[src/tbrh_pkg.sv]
// Package for the time-bucketed heart-rate histogram.
// Holds sizes, command and status codes, item types and the sequencer states.
// Depends on nothing.
`default_nettype none

package tbrh_pkg;

	// Store geometry.
	localparam int TIME_SLOTS = 96;
	localparam int RATE_BINS  = 256;
	localparam int COUNT_BITS = 16;

	localparam int DEPTH  = TIME_SLOTS * RATE_BINS;
	localparam int ADDR_W = (DEPTH > 1) ? $clog2(DEPTH) : 1;
	localparam int BIN_W  = (RATE_BINS > 1) ? $clog2(RATE_BINS) : 1;
	localparam int SLOT_W = (TIME_SLOTS > 1) ? $clog2(TIME_SLOTS) : 1;

	// Datapath widths: bin rate value, total count, Q8 mean and the dividends.
	localparam int VAL_W  = $clog2(255 + RATE_BINS);
	localparam int N_W    = COUNT_BITS + BIN_W;
	localparam int M_W    = VAL_W + 8;
	localparam int D_W    = N_W + M_W;
	localparam int PROD_W = M_W + COUNT_BITS;

	// Time of day to slot: multiply by a rounded-up reciprocal of the slot length.
	localparam int MINUTES_PER_HOUR = 60;
	localparam int MINUTES_PER_SLOT = 15;
	localparam int RECIP_SHIFT      = 16;
	localparam int SLOT_RECIP       = (1 << RECIP_SHIFT) / MINUTES_PER_SLOT + 1;

	localparam int Q8_LIMIT        = 131071;
	localparam int COUNT_OUT_LIMIT = 16777215;
	localparam logic [7:0] LOWEST_RATE_RESET = 8'd30;

	// Register index of lowest_rate (bit 2 of the byte address).
	localparam logic REG_LOWEST_RATE = 1'b0;

	// Command codes.
	localparam logic [1:0] CMD_INSERT = 2'd0;
	localparam logic [1:0] CMD_QUERY  = 2'd1;
	localparam logic [1:0] CMD_CLEAR  = 2'd2;

	// Status codes.
	localparam logic [1:0] STATUS_OK      = 2'd0;
	localparam logic [1:0] STATUS_DROPPED = 2'd1;
	localparam logic [1:0] STATUS_EMPTY   = 2'd2;

	typedef struct packed {
		logic [1:0] cmd;
		logic [4:0] hour_of_day;
		logic [5:0] minute_of_hour;
		logic [8:0] beats_per_minute;
	} req_t;

	typedef struct packed {
		logic [1:0]  status;
		logic [23:0] sample_count;
		logic [16:0] mean_q8;
		logic [16:0] deviation_q8;
	} rsp_t;

	// Control from the sequencer to the multiply-accumulate pipeline.
	typedef struct packed {
		logic             clear;
		logic             pass_dev;
		logic             issue;
		logic [BIN_W-1:0] bin;
	} mac_ctrl_t;

	typedef enum logic [3:0] {
		ST_CLEAR,
		ST_IDLE,
		ST_DECODE,
		ST_INS_RD,
		ST_INS_WR,
		ST_SUM,
		ST_DIV_MEAN,
		ST_DEV,
		ST_DIV_DEV,
		ST_DONE
	} state_t;

endpackage

`default_nettype wire

[src/tbrh_mac.sv]
// Shared multiply-accumulate pipeline that walks one slot's counters.
// The first pass sums counts and rate times count, the second sums count times
// the distance from the mean. Depends on tbrh_pkg.
`default_nettype none

module tbrh_mac (
	input  wire logic                            clk,
	input  wire logic                            arst_n,
	input  wire tbrh_pkg::mac_ctrl_t             ctrl,
	input  wire logic [7:0]                      lowest,
	input  wire logic [tbrh_pkg::M_W-1:0]        mean,
	input  wire logic [tbrh_pkg::COUNT_BITS-1:0] rd_data,
	output logic                                 busy,
	output logic      [tbrh_pkg::N_W-1:0]        count_sum,
	output logic      [tbrh_pkg::D_W-1:0]        acc
);

	logic                              v_s1, v_s2, v_s3;
	logic [tbrh_pkg::BIN_W-1:0]        bin_s1;
	logic [tbrh_pkg::M_W-1:0]          op_s2;
	logic [tbrh_pkg::COUNT_BITS-1:0]   cnt_s2, cnt_s3;
	logic [tbrh_pkg::PROD_W-1:0]       prod_s3;
	logic [tbrh_pkg::VAL_W-1:0]        val;
	logic [tbrh_pkg::M_W-1:0]          val_q8;
	logic [tbrh_pkg::M_W-1:0]          mean_gap;

	// Rate of the bin whose counter just arrived, and its distance from the mean.
	always_comb begin
		val      = tbrh_pkg::VAL_W'(lowest) + tbrh_pkg::VAL_W'(bin_s1);
		val_q8   = {val, 8'b0};
		mean_gap = (val_q8 >= mean) ? (val_q8 - mean) : (mean - val_q8);
	end

	// Valid bits of the pipeline.
	always_ff @(posedge clk or negedge arst_n) begin
		if (!arst_n) begin
			v_s1 <= 1'b0;
			v_s2 <= 1'b0;
			v_s3 <= 1'b0;
		end else begin
			v_s1 <= ctrl.issue;
			v_s2 <= v_s1;
			v_s3 <= v_s2;
		end
	end

	// Operand select, then multiply.
	always_ff @(posedge clk) begin
		bin_s1  <= ctrl.bin;
		cnt_s2  <= rd_data;
		op_s2   <= ctrl.pass_dev ? mean_gap : tbrh_pkg::M_W'(val);
		cnt_s3  <= cnt_s2;
		prod_s3 <= tbrh_pkg::PROD_W'(op_s2) * tbrh_pkg::PROD_W'(cnt_s2);
	end

	// Accumulators; the count total is only gathered on the first pass.
	always_ff @(posedge clk or negedge arst_n) begin
		if (!arst_n) begin
			acc       <= '0;
			count_sum <= '0;
		end else if (ctrl.clear) begin
			acc       <= '0;
			count_sum <= '0;
		end else if (v_s3) begin
			acc <= acc + tbrh_pkg::D_W'(prod_s3);
			if (!ctrl.pass_dev) begin
				count_sum <= count_sum + tbrh_pkg::N_W'(cnt_s3);
			end
		end
	end

	assign busy = v_s1 | v_s2 | v_s3;

endmodule

`default_nettype wire

[config.mk]
export PLATFORM = sky130hd
export DESIGN_NAME = tbrh_mac
export DESIGN_NICKNAME = d
export VERILOG_FILES = /design/src/tbrh_pkg.sv /design/src/tbrh_mac.sv
export SDC_FILE = /design/constraint.sdc
export NUM_CORES = 1
export LEC_CHECK = 0
export ABC_AREA = 1
export ABC_CLOCK_PERIOD_IN_PS = 15100
export BUFFER_PORTS_ARGS = -buffer_cell sky130_fd_sc_hd__buf_2
export CORE_ASPECT_RATIO = 0.7
export CORE_MARGIN = 2
export CORE_UTILIZATION = 25
export CTS_BUF_LIST = sky130_fd_sc_hd__clkbuf_2
export DETAILED_ROUTE_END_ITERATION = 10
export GPL_TIMING_DRIVEN = 0
export PLACE_DENSITY_LB_ADDON = 0.15
export SYNTH_ARGS = -nofsm -noshare
export SYNTH_HDL_FRONTEND = slang
export SYNTH_SLANG_ARGS = --single-unit
[constraint.sdc]
create_clock -name clk -period 15.1 [get_ports clk]
set_clock_uncertainty 0.1 [all_clocks]
set_input_delay 1.51 -clock clk [delete_from_list [all_inputs] [get_ports clk]]
set_output_delay 1.51 -clock clk [all_outputs]
set_load 0.1 [all_outputs]
; ---- Word level (Yosys, flattened, before mapping)
; Index checks and enable logic that the tools add are counted.
[op_classes]
n_eq_ne = 1
order_cmp = 1
bitwise = 2
muxes = 7
n_addsub = 5
n_mul = 1
reduce_logical = 2
[ops]
columns = op, count
row1 = 41-bit two-way mux, 2
row2 = 24-bit two-way mux, 3
row3 = 41-bit by 33-bit adder with 41-bit output, 1
row4 = 17-bit subtractor, 2
row5 = 17-bit by 16-bit multiplier with 33-bit output, 1
row6 = 24-bit by 16-bit adder with 24-bit output, 1
row7 = 17-bit >= comparator, 1
row8 = 17-bit two-way mux, 1
row9 = 8-bit by 8-bit adder with 9-bit output, 1
row10 = 9-bit two-way mux, 1
row11 = 2-bit by 1-bit != test with 1-bit output (second input constant), 1
row12 = 1-bit bitwise OR, 2
row13 = 2-bit AND reduction, 1
row14 = 2-bit nonzero test, 1
[word_totals]
reg_bits = 158
in_bits = 54
output_inout_bits = 66
wordCells = 30

; ---- Logic depth before layout (Yosys ltp)
[logic_depth]
depth_word = 4
mapped_depth = 26
ltp_nobuf = 24

; ---- Least setup slack after synthesis
; Ideal clock, no wire load.
[synth_timing]
path_type = register -> register
startpoint = register cnt_s2[7] (netlist name)
endpoint = register prod_s3[32] (netlist name)
period_less_slack_ps = 5501
setup_ps = 112
setup_slack_ps = 9599
path_stages_with_launch = 23
required_ps = 14888
n_path_buf = 2
t_arrival_ps = 5289
cell_sequence = dfxtp_1 clkbuf_1 clkbuf_1 nand2_1 fa_1 inv_1 fa_1 inv_1 fa_1 inv_1 fa_1 fa_1 inv_1 fa_1 inv_1 ha_1 nand2_1 nor2_1 nand2_1 o21ai_1 nand3_1 nand3b_1 nand2_1
[synth_via]
elab_chain_len = 1
[synth_rtl]
columns = element, line_no
row1 = "start, declared", tbrh_mac.sv:21  ; logic [tbrh_pkg::COUNT_BITS-1:0] cnt_s2, cnt_s3;
row2 = "start signal, assigned", tbrh_mac.sv:50  ; cnt_s2 <= rd_data;
row3 = 17-bit by 16-bit multiplier with 33-bit output, tbrh_mac.sv:53  ; prod_s3 <= tbrh_pkg::PROD_W'(op_s2) * tbrh_pkg::PROD_W'(cnt_s2);
row4 = "end signal, assigned", tbrh_mac.sv:53
row5 = "end, declared", tbrh_mac.sv:22  ; logic [tbrh_pkg::PROD_W-1:0] prod_s3;
; No other way between the ends.
; A chain may end at the register's enable or synchronous reset.

; ---- Final worst setup path
[layout_timing]
startpoint = register cnt_s2[5] (netlist name)
endpoint = register prod_s3[20] (netlist name)
; Same word-level chain as after synthesis.

==> impl_metrics.tcl <==
set metrics [dict create \
    first_pass_iters 5 \
    num-fill-cells 8380 \
    clk_pin_slew_ps 310 \
    ant_nets 0 \
    clock-sinks 158 \
    period_share_pct 48.7 \
    rsz0062_at_grt "no" \
    synth_area_sq_mm 0.0191 \
    core_sq_mm 0.0754 \
    cp_common_cell "fa_1" \
    dp_hpwl_mm 54.3 \
    fin_hold_ws_ps 242 \
    cts_htree_levels 4 \
    yosys.cell_types.count 44 \
    port_buffers 117 \
    fin_area_sq_mm 0.0212 \
    synth_compound_gate_area_share_pct 7.60 \
    reg2reg_to "prod_s3[20]" \
    final_layout_size_suffix_gt1_share_pct 6.57 \
    cts_tree "done" \
    layout.nets 3280 \
    vias_per_cell 4.48 \
    fmax_mhz 136 \
    reg2reg_from "cnt_s2[5]" \
    routed_wl_mm 63.4 \
    post-cts-setup-buffers 0 \
    routabilityCongestion 0.895 \
    syn-instance-count 2697 \
    path_cells "clkbuf_1, clkbuf_1, nand2_1, inv_1, fa_1, inv_1, fa_1, fa_1, inv_1, fa_1, fa_1, inv_1, fa_1, inv_1, ha_1, nand2_1, nor2_1, nand2_1, o21ai_1, nand2_1, nand2_1, xor2_1" \
    hold_viol 0 \
    slowest_stage "clkbuf_1" \
    area_growth_pct 11.1 \
    outcome "finished clean" \
    drv_slew 0 \
    grt_pass1_vias 17000 \
    worstPathArrival_ps 8240 \
    path_depth 22 \
    hold_depth 0 \
    clockBufferDepth 2 \
    cts-buffers-inserted 17 \
    startpoint "cnt_s2[5]" \
    tightest_slew_ps 909 \
    setup_violations 0 \
    antenna_found_initial 4 \
    drc_errors 0 \
    hold_class "reg -> reg" \
    grt_max_degree 39 \
    clockRootBuffer "clkbuf_2" \
    die_h_microns 235 \
    path_class "reg -> reg" \
    synth-main-ff-cell "dfxtp_1" \
    grt_use_total_pct 16.6 \
    synth_xor_area_share_pct 2.25 \
    synth_mux_area_share_pct 0 \
    synth.avg_cell_area_sq_um 7.08 \
    reg2reg_slack_ps 7750 \
    rows 84 \
    critical_path.endpoint "prod_s3[20]" \
    start_kind "flop" \
    grt_first_pass_wirelength_mm 100 \
    synth_edf_count 0 \
    async_reset_ff_share_pct 43.0 \
    path_delay_family "adder cells" \
    post-route-util_pct 28.1 \
    r2r_cells 22 \
    cap_violations 0 \
    vias 17200 \
    post_drt_wl_per_cell_microns 16.5 \
    cp-end-kind "flop" \
    ctsResizeCount 0 \
    tns_ps 0 \
    slowest_delay_ps 710 \
    synth-seq-cells 158 \
    synth_top_family_by_area "adder cells" \
    crit_buf_inv 7 \
    ctsHoldBuffers 0 \
    place_area_sq_mm 0.0209 \
    relSlewSlack_pct 39.4 \
    synth_nets 3143 \
    synthSimpleGateAreaFrac_pct 24.4 \
    synth_fa_ha_area_share_pct 34.0 \
    critical_path.max_fanout 10 \
    overflow 0 \
    ys_seq_area_share_pct 18.4 \
    die_w_microns 334 \
    clock_latency_ps 1060 \
    dieArea_sq_mm 0.0786 \
    ios 120 \
    ys_warn_count 0 \
    initial_utilization_pct 25.3 \
    cp.required_ps 15990 \
    finalCriticalPeriod_ps 7350 \
    drt_iter0_drc 1205 \
]
==> metrics by stage <==
stage          std cells  worst slack [ps]
2_1_floorplan       2697              9600
3_3_place_gp        3803              7870
3_5_place_dp        3804              7900
4_1_cts             3836              7860
5_1_grt             3838              7440
6_report            3839              7750
==> layer usage <==
metal	up-vias	part of all wire [%]	GRT usage, %
met5	-	0	0
met4	0	0.63	2.35
met3	24	6.4	3.06
met2	360	40	23.7
met1	8401	53	25.9
li1	8401	-	-
==> synth_stat cells, drive strengths merged, types with 4 or more instances <==
library cell | count | area (sq um)
nand2 | 835 | 3160
inv | 579 | 2170
fa | 212 | 4240
ha | 180 | 2250
nor2 | 177 | 682
a21oi | 133 | 666
nand3 | 96 | 480
o21ai | 93 | 465
dfxtp | 90 | 1800
clkbuf | 73 | 274
dfrtp | 68 | 1700
xor2 | 39 | 342
nor3 | 23 | 115
nand4 | 13 | 87.6
buf | 12 | 91.3
o21bai | 12 | 90.1
nand3b | 10 | 75.1
xnor2 | 10 | 87.6
a21o | 6 | 45.0
a31oi | 5 | 31.3
a21boi | 4 | 30.0
a22o | 4 | 35.0
nor4 | 4 | 25.0
o21a | 4 | 30.0
or2 | 4 | 25.0
==> cell usage in the layout, fill, tap and decap left out, drive strengths merged, types with 3 or more instances in the layout <==
cell type / synthesis / layout
a21o: 6 / 6
nand3: 96 / 96
a21boi: 4 / 4
nand2: 835 / 835
nand4: 13 / 13
o21bai: 12 / 12
fa: 212 / 212
diode: 0 / 3
nor2: 177 / 177
dfxtp: 90 / 90
o21ai: 93 / 93
nor4: 4 / 4
nand3b: 10 / 10
nor3: 23 / 23
a31oi: 5 / 5
buf: 12 / 130
o21a: 4 / 4
ha: 180 / 180
or2: 4 / 4
xnor2: 10 / 10
xor2: 39 / 39
clkbuf: 73 / 91
a21oi: 133 / 133
clkinv: 1 / 3
inv: 579 / 589
dfrtp: 68 / 68
a22o: 4 / 4
==> kinds of logic (layout without fill, tap and decap cells) <==
kind of cell	after synthesis	count (layout)
and+or+nand+nor	1165	1165
buffers and inverters	665	815
adders and majority gates	392	392
AOI/OAI and AO/OA	268	268
DFF	158	158
xor gates and xnor gates	49	49
other	0	3
==> state kept, by name, summed over array words and instances (netlist names), 8 cells and up <==
register	cells
acc	41
prod_s3	33
count_sum	24
op_s2	17
cnt_s2	16
cnt_s3	16
bin_s1	8
==> final cells by class <==
class / count / area, sq um / area share (%)
Multi-Input combinational cell: 1874 / 13000 / 61.5
Tap cell: 989 / 1240 / 5.84
Antenna cell: 3 / 7.51 / 0.0354
Buffer: 85 / 365 / 1.72
Clock inverter: 14 / 165 / 0.779
Sequential cell: 158 / 3500 / 16.5
Clock buffer: 18 / 90.1 / 0.425
Inverter: 580 / 2180 / 10.3
Timing Repair Buffer: 118 / 616 / 2.90
==> worst min-delay path by stage <==
stage / end / start / slack (ps)
6_report: cnt_s3[5] / cnt_s2[5] / 240
5_1_grt: acc[12] / arst_n / 160
4_1_cts: acc[12] / arst_n / 120
3_5_place_dp: cnt_s3[2] / cnt_s2[2] / 240
3_3_place_gp: cnt_s3[2] / cnt_s2[2] / 240
2_1_floorplan: cnt_s3[0] / cnt_s2[0] / 230
Power is left out: the tool's default activity adds up to more than one toggle a clock period on the data nets, which glitch-free logic cannot reach.
