[config.mk]
export PLATFORM = sky130hd
export DESIGN_NAME = tbrh_div
export DESIGN_NICKNAME = d
export VERILOG_FILES = /design/src/tbrh_pkg.sv /design/src/tbrh_div.sv
export SDC_FILE = /design/constraint.sdc
export NUM_CORES = 1
export LEC_CHECK = 0
export BUFFER_PORTS_ARGS = -buffer_cell sky130_fd_sc_hd__buf_2
export CORE_MARGIN = 4
export CORE_UTILIZATION = 50
export DETAILED_ROUTE_END_ITERATION = 10
export PLACE_DENSITY_LB_ADDON = 0.08
export RECOVER_POWER = 100
export SLEW_MARGIN = 20
export SYNTH_ARGS = -nofsm -noshare
export SYNTH_HDL_FRONTEND = slang
export SYNTH_SLANG_ARGS = --single-unit
[constraint.sdc]
create_clock -name clk -period 3.12 [get_ports clk]
set_clock_uncertainty 0.1 [all_clocks]
set_input_delay 0 -clock clk [delete_from_list [all_inputs] [get_ports clk]]
set_output_delay 0 -clock clk [all_outputs]
set_load 0.02 [all_outputs]
[src/tbrh_pkg.sv]
// Package for the time-bucketed heart-rate histogram.
// Holds sizes, command and status codes, item types and the sequencer states.
// Depends on nothing.
`default_nettype none

package tbrh_pkg;

	// Store geometry.
	localparam int TIME_SLOTS = 96;
	localparam int RATE_BINS  = 256;
	localparam int COUNT_BITS = 16;

	localparam int DEPTH  = TIME_SLOTS * RATE_BINS;
	localparam int ADDR_W = (DEPTH > 1) ? $clog2(DEPTH) : 1;
	localparam int BIN_W  = (RATE_BINS > 1) ? $clog2(RATE_BINS) : 1;
	localparam int SLOT_W = (TIME_SLOTS > 1) ? $clog2(TIME_SLOTS) : 1;

	// Datapath widths: bin rate value, total count, Q8 mean and the dividends.
	localparam int VAL_W  = $clog2(255 + RATE_BINS);
	localparam int N_W    = COUNT_BITS + BIN_W;
	localparam int M_W    = VAL_W + 8;
	localparam int D_W    = N_W + M_W;
	localparam int PROD_W = M_W + COUNT_BITS;

	// Time of day to slot: multiply by a rounded-up reciprocal of the slot length.
	localparam int MINUTES_PER_HOUR = 60;
	localparam int MINUTES_PER_SLOT = 15;
	localparam int RECIP_SHIFT      = 16;
	localparam int SLOT_RECIP       = (1 << RECIP_SHIFT) / MINUTES_PER_SLOT + 1;

	localparam int Q8_LIMIT        = 131071;
	localparam int COUNT_OUT_LIMIT = 16777215;
	localparam logic [7:0] LOWEST_RATE_RESET = 8'd30;

	// Register index of lowest_rate (bit 2 of the byte address).
	localparam logic REG_LOWEST_RATE = 1'b0;

	// Command codes.
	localparam logic [1:0] CMD_INSERT = 2'd0;
	localparam logic [1:0] CMD_QUERY  = 2'd1;
	localparam logic [1:0] CMD_CLEAR  = 2'd2;

	// Status codes.
	localparam logic [1:0] STATUS_OK      = 2'd0;
	localparam logic [1:0] STATUS_DROPPED = 2'd1;
	localparam logic [1:0] STATUS_EMPTY   = 2'd2;

	typedef struct packed {
		logic [1:0] cmd;
		logic [4:0] hour_of_day;
		logic [5:0] minute_of_hour;
		logic [8:0] beats_per_minute;
	} req_t;

	typedef struct packed {
		logic [1:0]  status;
		logic [23:0] sample_count;
		logic [16:0] mean_q8;
		logic [16:0] deviation_q8;
	} rsp_t;

	// Control from the sequencer to the multiply-accumulate pipeline.
	typedef struct packed {
		logic             clear;
		logic             pass_dev;
		logic             issue;
		logic [BIN_W-1:0] bin;
	} mac_ctrl_t;

	typedef enum logic [3:0] {
		ST_CLEAR,
		ST_IDLE,
		ST_DECODE,
		ST_INS_RD,
		ST_INS_WR,
		ST_SUM,
		ST_DIV_MEAN,
		ST_DEV,
		ST_DIV_DEV,
		ST_DONE
	} state_t;

endpackage

`default_nettype wire

[src/tbrh_div.sv]
// Restoring divider, one quotient bit per cycle, shared by mean and deviation.
// Depends on tbrh_pkg.
`default_nettype none

module tbrh_div (
	input  wire logic                     clk,
	input  wire logic                     arst_n,
	input  wire logic                     start,
	input  wire logic [tbrh_pkg::D_W-1:0] dividend,
	input  wire logic [tbrh_pkg::N_W-1:0] divisor,
	output logic                          busy,
	output logic      [tbrh_pkg::D_W-1:0] quotient
);

	localparam int CNT_W = $clog2(tbrh_pkg::D_W + 1);

	logic [CNT_W-1:0]           cnt_q;
	logic [tbrh_pkg::N_W-1:0]   rem_q;
	logic [tbrh_pkg::N_W-1:0]   div_q;
	logic [tbrh_pkg::N_W:0]     trial;
	logic                       fits;

	// One step: bring down the next dividend bit and try the subtract.
	always_comb begin
		trial = {rem_q, quotient[tbrh_pkg::D_W-1]};
		fits  = trial >= {1'b0, div_q};
	end

	always_ff @(posedge clk or negedge arst_n) begin
		if (!arst_n) begin
			cnt_q <= '0;
		end else if (start) begin
			cnt_q <= CNT_W'(tbrh_pkg::D_W);
		end else if (cnt_q != '0) begin
			cnt_q <= cnt_q - 1'b1;
		end
	end

	// The quotient shifts in where the dividend shifts out.
	always_ff @(posedge clk) begin
		if (start) begin
			quotient <= dividend;
			rem_q    <= '0;
			div_q    <= divisor;
		end else if (cnt_q != '0) begin
			quotient <= {quotient[tbrh_pkg::D_W-2:0], fits};
			rem_q    <= fits ? tbrh_pkg::N_W'(trial - {1'b0, div_q})
			                 : trial[tbrh_pkg::N_W-1:0];
		end
	end

	assign busy = cnt_q != '0;

endmodule

`default_nettype wire

## Word level (Yosys, flattened, before mapping)

Index checks and enable logic that the tools add are counted.

| word-level totals | value |
|---|---|
| bits in registers | 95 |
| bits of input ports | 68 |

| operators by class | value |
|---|---|
| $add $sub $neg | 2 |
| magnitude comparators | 1 |
| muxes and demuxes | 5 |
| reduce and logical (&&, ||, !) cells | 2 |

Operators by type and width:

| operator | number |
|---|---|
| 41-bit two-way mux | 2 |
| 25-bit by 24-bit >= comparator with 1-bit output | 1 |
| 24-bit two-way mux | 1 |
| 24-bit subtractor | 1 |
| 6-bit two-way mux | 2 |
| 6-bit nonzero test | 1 |
| 6-bit by 1-bit subtractor with 6-bit output, second input constant | 1 |
| 2-bit nonzero test | 1 |

## Depth between registers and ports, before layout

Gate-level depths: netlist of the first run.

| logic depth | value |
|---|---|
| word-level depth | 3 |
| mapped depth | 14 |

## Worst setup path after synthesis of the first run

OpenSTA, ideal clock, no wires.

| timing path | value |
|---|---|
| kind | register -> register |
| from | register cnt_q[0] |
| to | register quotient[0] (netlist name), enable pin |
| setup time | 0.442 ns |
| arrival time | 2.488 ns |
| required time | 2.578 ns |
| path slack | 0.090 ns |
| cell stages (with the launch flop) | 8 |
| clock period less this slack | 3.030 ns |
| cells stage by stage | dfrtp_1 -> inv_1 -> ha_1 -> nand2b_1 -> nor4_1 -> clkinv_1 -> nor2_1 -> inv_1 |

| between the ends | value |
|---|---|
| cells in the longest elaborated chain, start to end | 2 |

RTL lines:

| what | line | text |
|---|---|---|
| start, declared | tbrh_div.sv:17 | `logic [CNT_W-1:0] cnt_q;` |
| start signal, assigned | tbrh_div.sv:33 | `cnt_q <= CNT_W'(tbrh_pkg::D_W);` |
| start signal, assigned | tbrh_div.sv:35 | `cnt_q <= cnt_q - 1'b1;` |
| 6-bit nonzero test | tbrh_div.sv:45 | `end else if (cnt_q != '0) begin` |
| 2-bit nonzero test (no source line) | n/a |  |
| end signal, assigned | tbrh_div.sv:42 | `quotient <= dividend;` |
| end signal, assigned | tbrh_div.sv:46 | `quotient <= {quotient[tbrh_pkg::D_W-2:0], fits};` |
| end, declared | tbrh_div.sv:12 | `output logic [tbrh_pkg::D_W-1:0] quotient` |

Every way passes these cells.
A chain may end at the register's enable or synchronous reset.

## Worst setup path after layout of the first run

| timing path | value |
|---|---|
| from | register div_q[15] (netlist name) |
| to | register rem_q[3] (netlist name) |

| between the ends | value |
|---|---|
| cells in the longest elaborated chain, start to end | 2 |

RTL lines:

| what | line | text |
|---|---|---|
| start, declared | tbrh_div.sv:19 | `logic [tbrh_pkg::N_W-1:0] div_q;` |
| start signal, assigned | tbrh_div.sv:44 | `div_q <= divisor;` |
| 25-bit by 24-bit >= comparator with 1-bit output | tbrh_div.sv:26 | `fits = trial >= {1'b0, div_q};` |
| 24-bit two-way mux | tbrh_div.sv:47 | `rem_q <= fits ? tbrh_pkg::N_W'(trial - {1'b0, div_q})` |
| end signal, assigned | tbrh_div.sv:47 |  |
| end, declared | tbrh_div.sv:18 | `logic [tbrh_pkg::N_W-1:0] rem_q;` |

Every way passes these cells.

==> results of run 1 <==
[power breakdown]
group / leakage, nW / internal (mW) / switching (mW)
Clock: 0.102 / 0.452 / 0.454
Sequential: 0.935 / 1.45 / 0.0452
Combinational: 1.93 / 0.247 / 0.272
Total: 2.97 / 2.15 / 0.771
[layout make-up]
type	count	area, um^2	share of cell area (%)
flip-flops and latches	95	2580	37.9
multi-input cells	314	2420	35.4
repair buffers	192	1300	19.0
well taps	133	166	2.44
inverters	37	139	2.04
clock buffers	9	124	1.82
clock inverters	7	96.3	1.41
[worst max path at each step]
| stage | depth (start not counted) | slack (ns) | endpoint |
|---|---|---|---|
| finish | 11 | 0.1 | rem_q[3] |
| global route | 12 | -0.004 | rem_q[19] |
| CTS | 13 | 0.08 | rem_q[22] |
| detailed placement | 13 | 0.12 | rem_q[14] |
| global placement | 11 | 0.17 | rem_q[3] |
| floorplan | 7 | 0.09 | quotient[0] |
[sequential cells by signal, summed over array words and instances, names as in the netlist]
register  count
cnt_q         6
div_q        24
quotient     41
rem_q        24
[worst max-delay path, cell delays in order (launching register included)]
cell	delay [ns]
edfxtp_1	0.33
inv_1	0.04
ha_1	0.34
and3_1	0.23
nand3_2	0.10
or4_4	0.53
nor4_2	0.24
nor2_1	0.09
a21o_1	0.25
buf_12	0.17
a211o_1	0.28
a311oi_2	0.25
[layer usage]
layer	vias to the layer above	global-route usage, %	part of all wire, %
met3	8	5.23	4.8
met4	0	5.52	0.82
met2	86	32.9	50
met5	-	0	0
met1	1905	25.9	45
li1	2078	-	-
[through the flow]
stage | worst slack, ns | area (um^2) | util, % | hold WS [ns]
final | 0.0998 | 6820 | 68.9 | 0.221
after global routing | -0.00371 | 6820 | 68.9 | 0.201
after CTS | 0.0814 | 6830 | 68.9 | 0.195
after detailed placement | 0.116 | 5930 | 59.8 | -0.270
after global placement | 0.172 | 5930 | 59.8 | -0.272
after floorplan | 0.0901 | 5170 | - | -0.396
[layout by cell type (no fill, tap or decap), types with 6 or more instances in the layout]
cell type and instances:
dlygate4sd3_1 68, buf_2 67, edfxtp_1 65, clkbuf_1 44, nor2_1 41, mux2_2 39, inv_1 36, dfxtp_1 24
ha_1 23, a21oi_1 22, mux2i_1 22, nand2_1 20, o21ai_0 18, a211oi_1 18, xnor2_1 12, clkbuf_8 9
buf_4 9, nand3_1 8, nor3_1 7, a21o_1 6, xor2_1 6, dfrtp_1 6
[kinds of logic after synthesis]
kind of cell,share of synthesized area (%)
and+or+nand+nor,9.65
AOI/OAI and AO/OA,13.6
DFF,49.9
muxes,13.0
buffers and inverters,4.38
adders and majority gates,6.44
xor gates and xnor gates,3.05
[repair_timing]
item | in CTS | in global routing
setup endpoints to repair | 0 | 4
resized for setup | 0 | 11
endpoints found under the hold margin | 91 | 0
hold buffers | 68 | 0
buffers inserted | 0 | 1
==> impl_metrics.json, run 1 <==
{
  "whs_endpoint": "div_q[13]",
  "wire_per_inst_um": 14.9,
  "first_pass_iters": 4,
  "place_hpwl_um": 7930,
  "netlist.top_cell.by_area": "edfxtp_1",
  "synth_most_common_cell": "edfxtp_1",
  "clk_pin_slew_ns": 0.10,
  "synth_cell_types": 56,
  "synthCells": 464,
  "io_pins": 110,
  "avgSynthCellArea_um2": 11.1,
  "yosysTopAreaCellShare_pct": 37.7,
  "final_hold_viol_count": 0,
  "status": "finished, final reports clean",
  "fin_cells": 787,
  "drv_slew": 0,
  "placedCellCount": 702,
  "p_per_area_nw_per_um2": 428,
  "setup.worst_path.start_class": "flop",
  "drt_drc_violations_left": 0,
  "setup_viol": 0,
  "die_w_um": 110,
  "ir_worst_vdd_uv": 354,
  "yosysWarnings": 0,
  "r2r-end": "rem_q[3]",
  "worstPathRequired_ns": 3.32,
  "grt_pass1_wl_um": 18600,
  "cts.sinks": 95,
  "end_kind": "flop",
  "core-area_um2": 9910,
  "cellLeakagePower_nw": 2.97,
  "htreeDepth": 3,
  "vias": 4077,
  "grt-ovfl-total": 0,
  "area_delta_synth_final_pct": 31.9,
  "crit_path_max_fanout": 11,
  "antenna_left": 0,
  "cp-startpoint": "div_q[15]",
  "tightest_slew_ns": 0.936,
  "syn_area_um2": 5170,
  "synth-edff-count": 65,
  "ys.flop_type": "edfxtp_1",
  "antenna-diode-count": 0,
  "die_h_um": 110,
  "fin_nets": 743,
  "placement.io_buffers": 109,
  "fmax_mhz": 331,
  "drive_gt1_share_pct": 23.4,
  "cts_tree": "built",
  "rows": 36,
  "synth.net_count": 558,
  "fp.dieArea_um2": 12000,
  "viasPerCell": 5.18,
  "cts-root-buf": "clkbuf_8",
  "synth-seq-cells": 95,
  "hp-class": "input pin to flop",
  "maxCapViolCount": 0,
  "finalCritPeriodShare_pct": 96.8,
  "fillers": 801,
  "cts_buffers": 9,
  "worstPathArrival_ns": 3.22,
  "synthArstFlopShare_pct": 6.32,
  "drt_iter0_markers": 228,
  "ys_seq_area_share_pct": 49.9,
  "slew_headroom_pct": 37.6,
  "setup-tns-final_ns": 0,
  "antenna_found_initial": 0,
  "synth_common_cells": "65 x edfxtp_1, 41 x nor2_1, 40 x mux2_2",
  "reg2reg_slack_ns": 0.1,
  "clockBufferDepth": 2,
  "start_util_pct": 52.2,
  "r2r-start": "div_q[15]",
  "synth_area_leaders": "edfxtp_1 38%, dfxtp_1 9.3%, mux2_2 8.7%",
  "power_mw": 2.92,
  "place_congestion": 0.813,
  "routed_wl_um": 11700,
  "reg2regPathDepth": 11,
  "clkLatencyLatePin_ns": 0.38,
  "grt_pass1_vias": 3971,
  "track_usage_pct": 19.9,
  "grt_max_degree": 44,
  "min_delay_path_depth": 2,
  "hp-start": "divisor[13]",
  "critical_path_class": "flop to flop",
  "min_period_ns": 3.02
}
Note: power is estimated with default switching activity, not from simulation.
==> inputs of run 2 (changes only) <==
--- a/config.mk
+++ b/config.mk
@@ -5,11 +5,12 @@
 export SDC_FILE = /design/constraint.sdc
 export NUM_CORES = 1
 export LEC_CHECK = 0
+export ABC_AREA = 1
 export BUFFER_PORTS_ARGS = -buffer_cell sky130_fd_sc_hd__buf_2
 export CORE_MARGIN = 4
-export CORE_UTILIZATION = 50
+export CORE_UTILIZATION = 51
 export DETAILED_ROUTE_END_ITERATION = 10
-export PLACE_DENSITY_LB_ADDON = 0.08
+export PLACE_DENSITY = 0.77
 export RECOVER_POWER = 100
 export SLEW_MARGIN = 20
 export SYNTH_ARGS = -nofsm -noshare
==> run 2 against run 1 <==
The flow now finishes with violations (max-capacitance violations). Via count up 38%. Clock power up 19%. Combinational power increased to 5.0 times the previous value. Total power up 87%. Cell area is 8.5% higher. Utilization is 1.7 points lower. Critical endpoint is now cnt_q[0].
==> impl_metrics.json, run 2 <==
{
  "maxCapViolCount": 1,
  "synth_area_leaders": "edfxtp_1 33%, nand2_1 24%, inv_1 8.7%",
  "clk_pin_slew_ns": 0.07,
  "antenna_found_initial": 0,
  "slew_headroom_pct": 0.0214,
  "synthArstFlopShare_pct": 6.32,
  "p_per_area_nw_per_um2": 736,
  "layout_commonest_cell": "nand2_1",
  "setup_viol": 0,
  "tightest_slew_ns": 1.50,
  "layout_common_cells": "371 x nand2_1, 136 x inv_1, 67 x dlygate4sd3_1",
  "drt_iter0_markers": 325,
  "end_kind": "flop",
  "track_usage_pct": 25.0,
  "fp.dieArea_um2": 13300,
  "reg2regPathDepth": 10,
  "final_hold_viol_count": 0,
  "min_period_ns": 2.57,
  "crit_path_max_fanout": 25,
  "drive_gt1_share_pct": 10.1,
  "yosysTopAreaCellShare_pct": 33.2,
  "largest_reg_flops": 41,
  "grt_pass1_wl_um": 26600,
  "clkLatencyLatePin_ns": 0.36,
  "fin_nets": 1080,
  "worstPathRequired_ns": 3.24,
  "rsz0062_at_grt": "false",
  "cts_tree": "built",
  "r2r-end": "cnt_q[0]",
  "wire_per_inst_um": 13.8,
  "critical_path_class": "flop to flop",
  "vias": 5645,
  "setup.worst_path.start_class": "flop",
  "synth-edff-count": 65,
  "worstPathArrival_ns": 2.68,
  "antenna-diode-count": 0,
  "finalCritPeriodShare_pct": 82.2,
  "setup-tns-final_ns": 0,
  "synth-seq-cells": 95,
  "critPathBufInv": 4,
  "area_delta_synth_final_pct": 26.1,
  "largest-register": "quotient",
  "worst_path_most_repeated_cell": "inv_1",
  "netlist.top_cell.by_area": "edfxtp_1",
  "core-area_um2": 11000,
  "reg.largest.list": "quotient x41, div_q x24, rem_q x24",
  "yosysWarnings": 0,
  "cts-root-buf": "clkbuf_16",
  "synth_most_common_cell": "nand2_1",
  "start_util_pct": 53.2,
  "cp.depth": 10,
  "syn_area_um2": 5870,
  "cp-startpoint": "cnt_q[0]",
  "r2r-start": "cnt_q[0]",
  "antenna_left": 0,
  "io_pins": 110,
  "cts_buffers": 9,
  "violations": "max-capacitance violations",
  "place_congestion": 0.904,
  "slowest_stage": "clkbuf_2",
  "critPathTopFamily": "buffers and inverters",
  "drt_drc_violations_left": 0,
  "ys_seq_area_share_pct": 44.0,
  "viasPerCell": 4.99,
  "worstSetupEndpoint": "cnt_q[0]",
  "avgSynthCellArea_um2": 7.22,
  "grt_pass1_vias": 5746,
  "synth_cell_types": 33,
  "htreeDepth": 3,
  "die_w_um": 115,
  "die_h_um": 115,
  "ir_worst_vdd_uv": 416,
  "synth.net_count": 907,
  "place_hpwl_um": 10200,
  "routed_wl_um": 15600,
  "crit_path_cell_trace": "inv_1 > ha_1 > inv_1 > nor3_1 > nand2_1 > nor2_1 > inv_1 > nor2_1 > clkbuf_2 > a21oi_1",
  "cts.sinks": 95,
  "clockBufferDepth": 2,
  "fmax_mhz": 390,
  "hp-class": "input pin to flop",
  "postCtsSetupBuffers": 0,
  "grt-ovfl-total": 0,
  "first_pass_iters": 5,
  "critPathMaxStageDelay_ns": 0.51,
  "status": "complete, but fails checks",
  "ys.flop_type": "edfxtp_1",
  "drv_slew": 0,
  "cellLeakagePower_nw": 3.89,
  "rows": 38,
  "synthCells": 813,
  "synth_common_cells": "371 x nand2_1, 136 x inv_1, 65 x edfxtp_1",
  "placement.io_buffers": 109,
  "reg2reg_slack_ns": 0.55,
  "hold_ws_ns": 0.0395,
  "grt_max_degree": 69
}
-- run 2: worst min path at each step --
stage                     startpoint       end  slack [ns]  cells after the start
after floorplan               arst_n  cnt_q[0]       -0.40                      0
after global placement        arst_n  cnt_q[5]       -0.27                      1
after detailed placement      arst_n  cnt_q[5]       -0.27                      1
after CTS                      start  cnt_q[0]       0.007                      5
after global routing           start  cnt_q[0]         0.1                      5
final                          start  cnt_q[0]        0.04                      5
-- run 2: kinds of logic after synthesis --
family,Yosys count,synth area share [%]
AOI/OAI and AO/OA,18,1.83
and+or+nand+nor,499,35.7
adders and majority gates,26,5.67
xor gates and xnor gates,13,1.94
buffers and inverters,162,10.8
DFF,95,44.0
-- run 2: layout make-up --
cell class,instances,area (um^2)
multi-input cells,556,2630
well taps,140,175
inverters,141,529
fillers,975,3630
clock inverters,7,53.8
flip-flops and latches,95,2580
repair buffers,183,1210
clock buffers,9,225
-- run 2: per-layer routing --
layer / routed length, um / vias to the layer above / share of wire, % / global-route usage, %
met5: 0 / - / 0 / 0
met4: 338 / 0 / 2.2 / 9.15
met3: 967 / 35 / 6.2 / 5.26
met2: 7560 / 185 / 48 / 42.5
met1: 6770 / 2550 / 43 / 31.4
li1: - / 2875 / - / -
-- run 2: worst min-delay path, cell delays in order --
cell      delay, ns
clkbuf_1       0.14
clkinv_1       0.08
nand2_1        0.09
nor2_1         0.10
a21oi_1        0.05
-- run 2: power by group --
| group | switching (mW) | internal, mW |
|---|---|---|
| registers | 0.167 | 1.59 |
| clock network | 0.531 | 0.552 |
| logic | 1.65 | 0.957 |
-- run 2: repair_timing --
| action | in CTS | in global routing |
|---|---|---|
| resized for setup | 0 | 0 |
| hold endpoints to repair | 71 | 0 |
| hold buffers | 67 | 0 |
-- run 2: stage by stage --
step	util, %	power (mW)	std cells	worst slack, ns	cell area, um^2
6_report	67.1	5.45	1131	0.554	7400
5_1_grt	67.1	5.89	1131	0.274	7400
4_1_cts	67.9	5.45	1131	0.815	7490
3_5_place_dp	59.3	4.30	1048	0.823	6540
3_3_place_gp	59.3	4.27	1048	0.897	6540
2_1_floorplan	-	3.75	813	0.680	5870
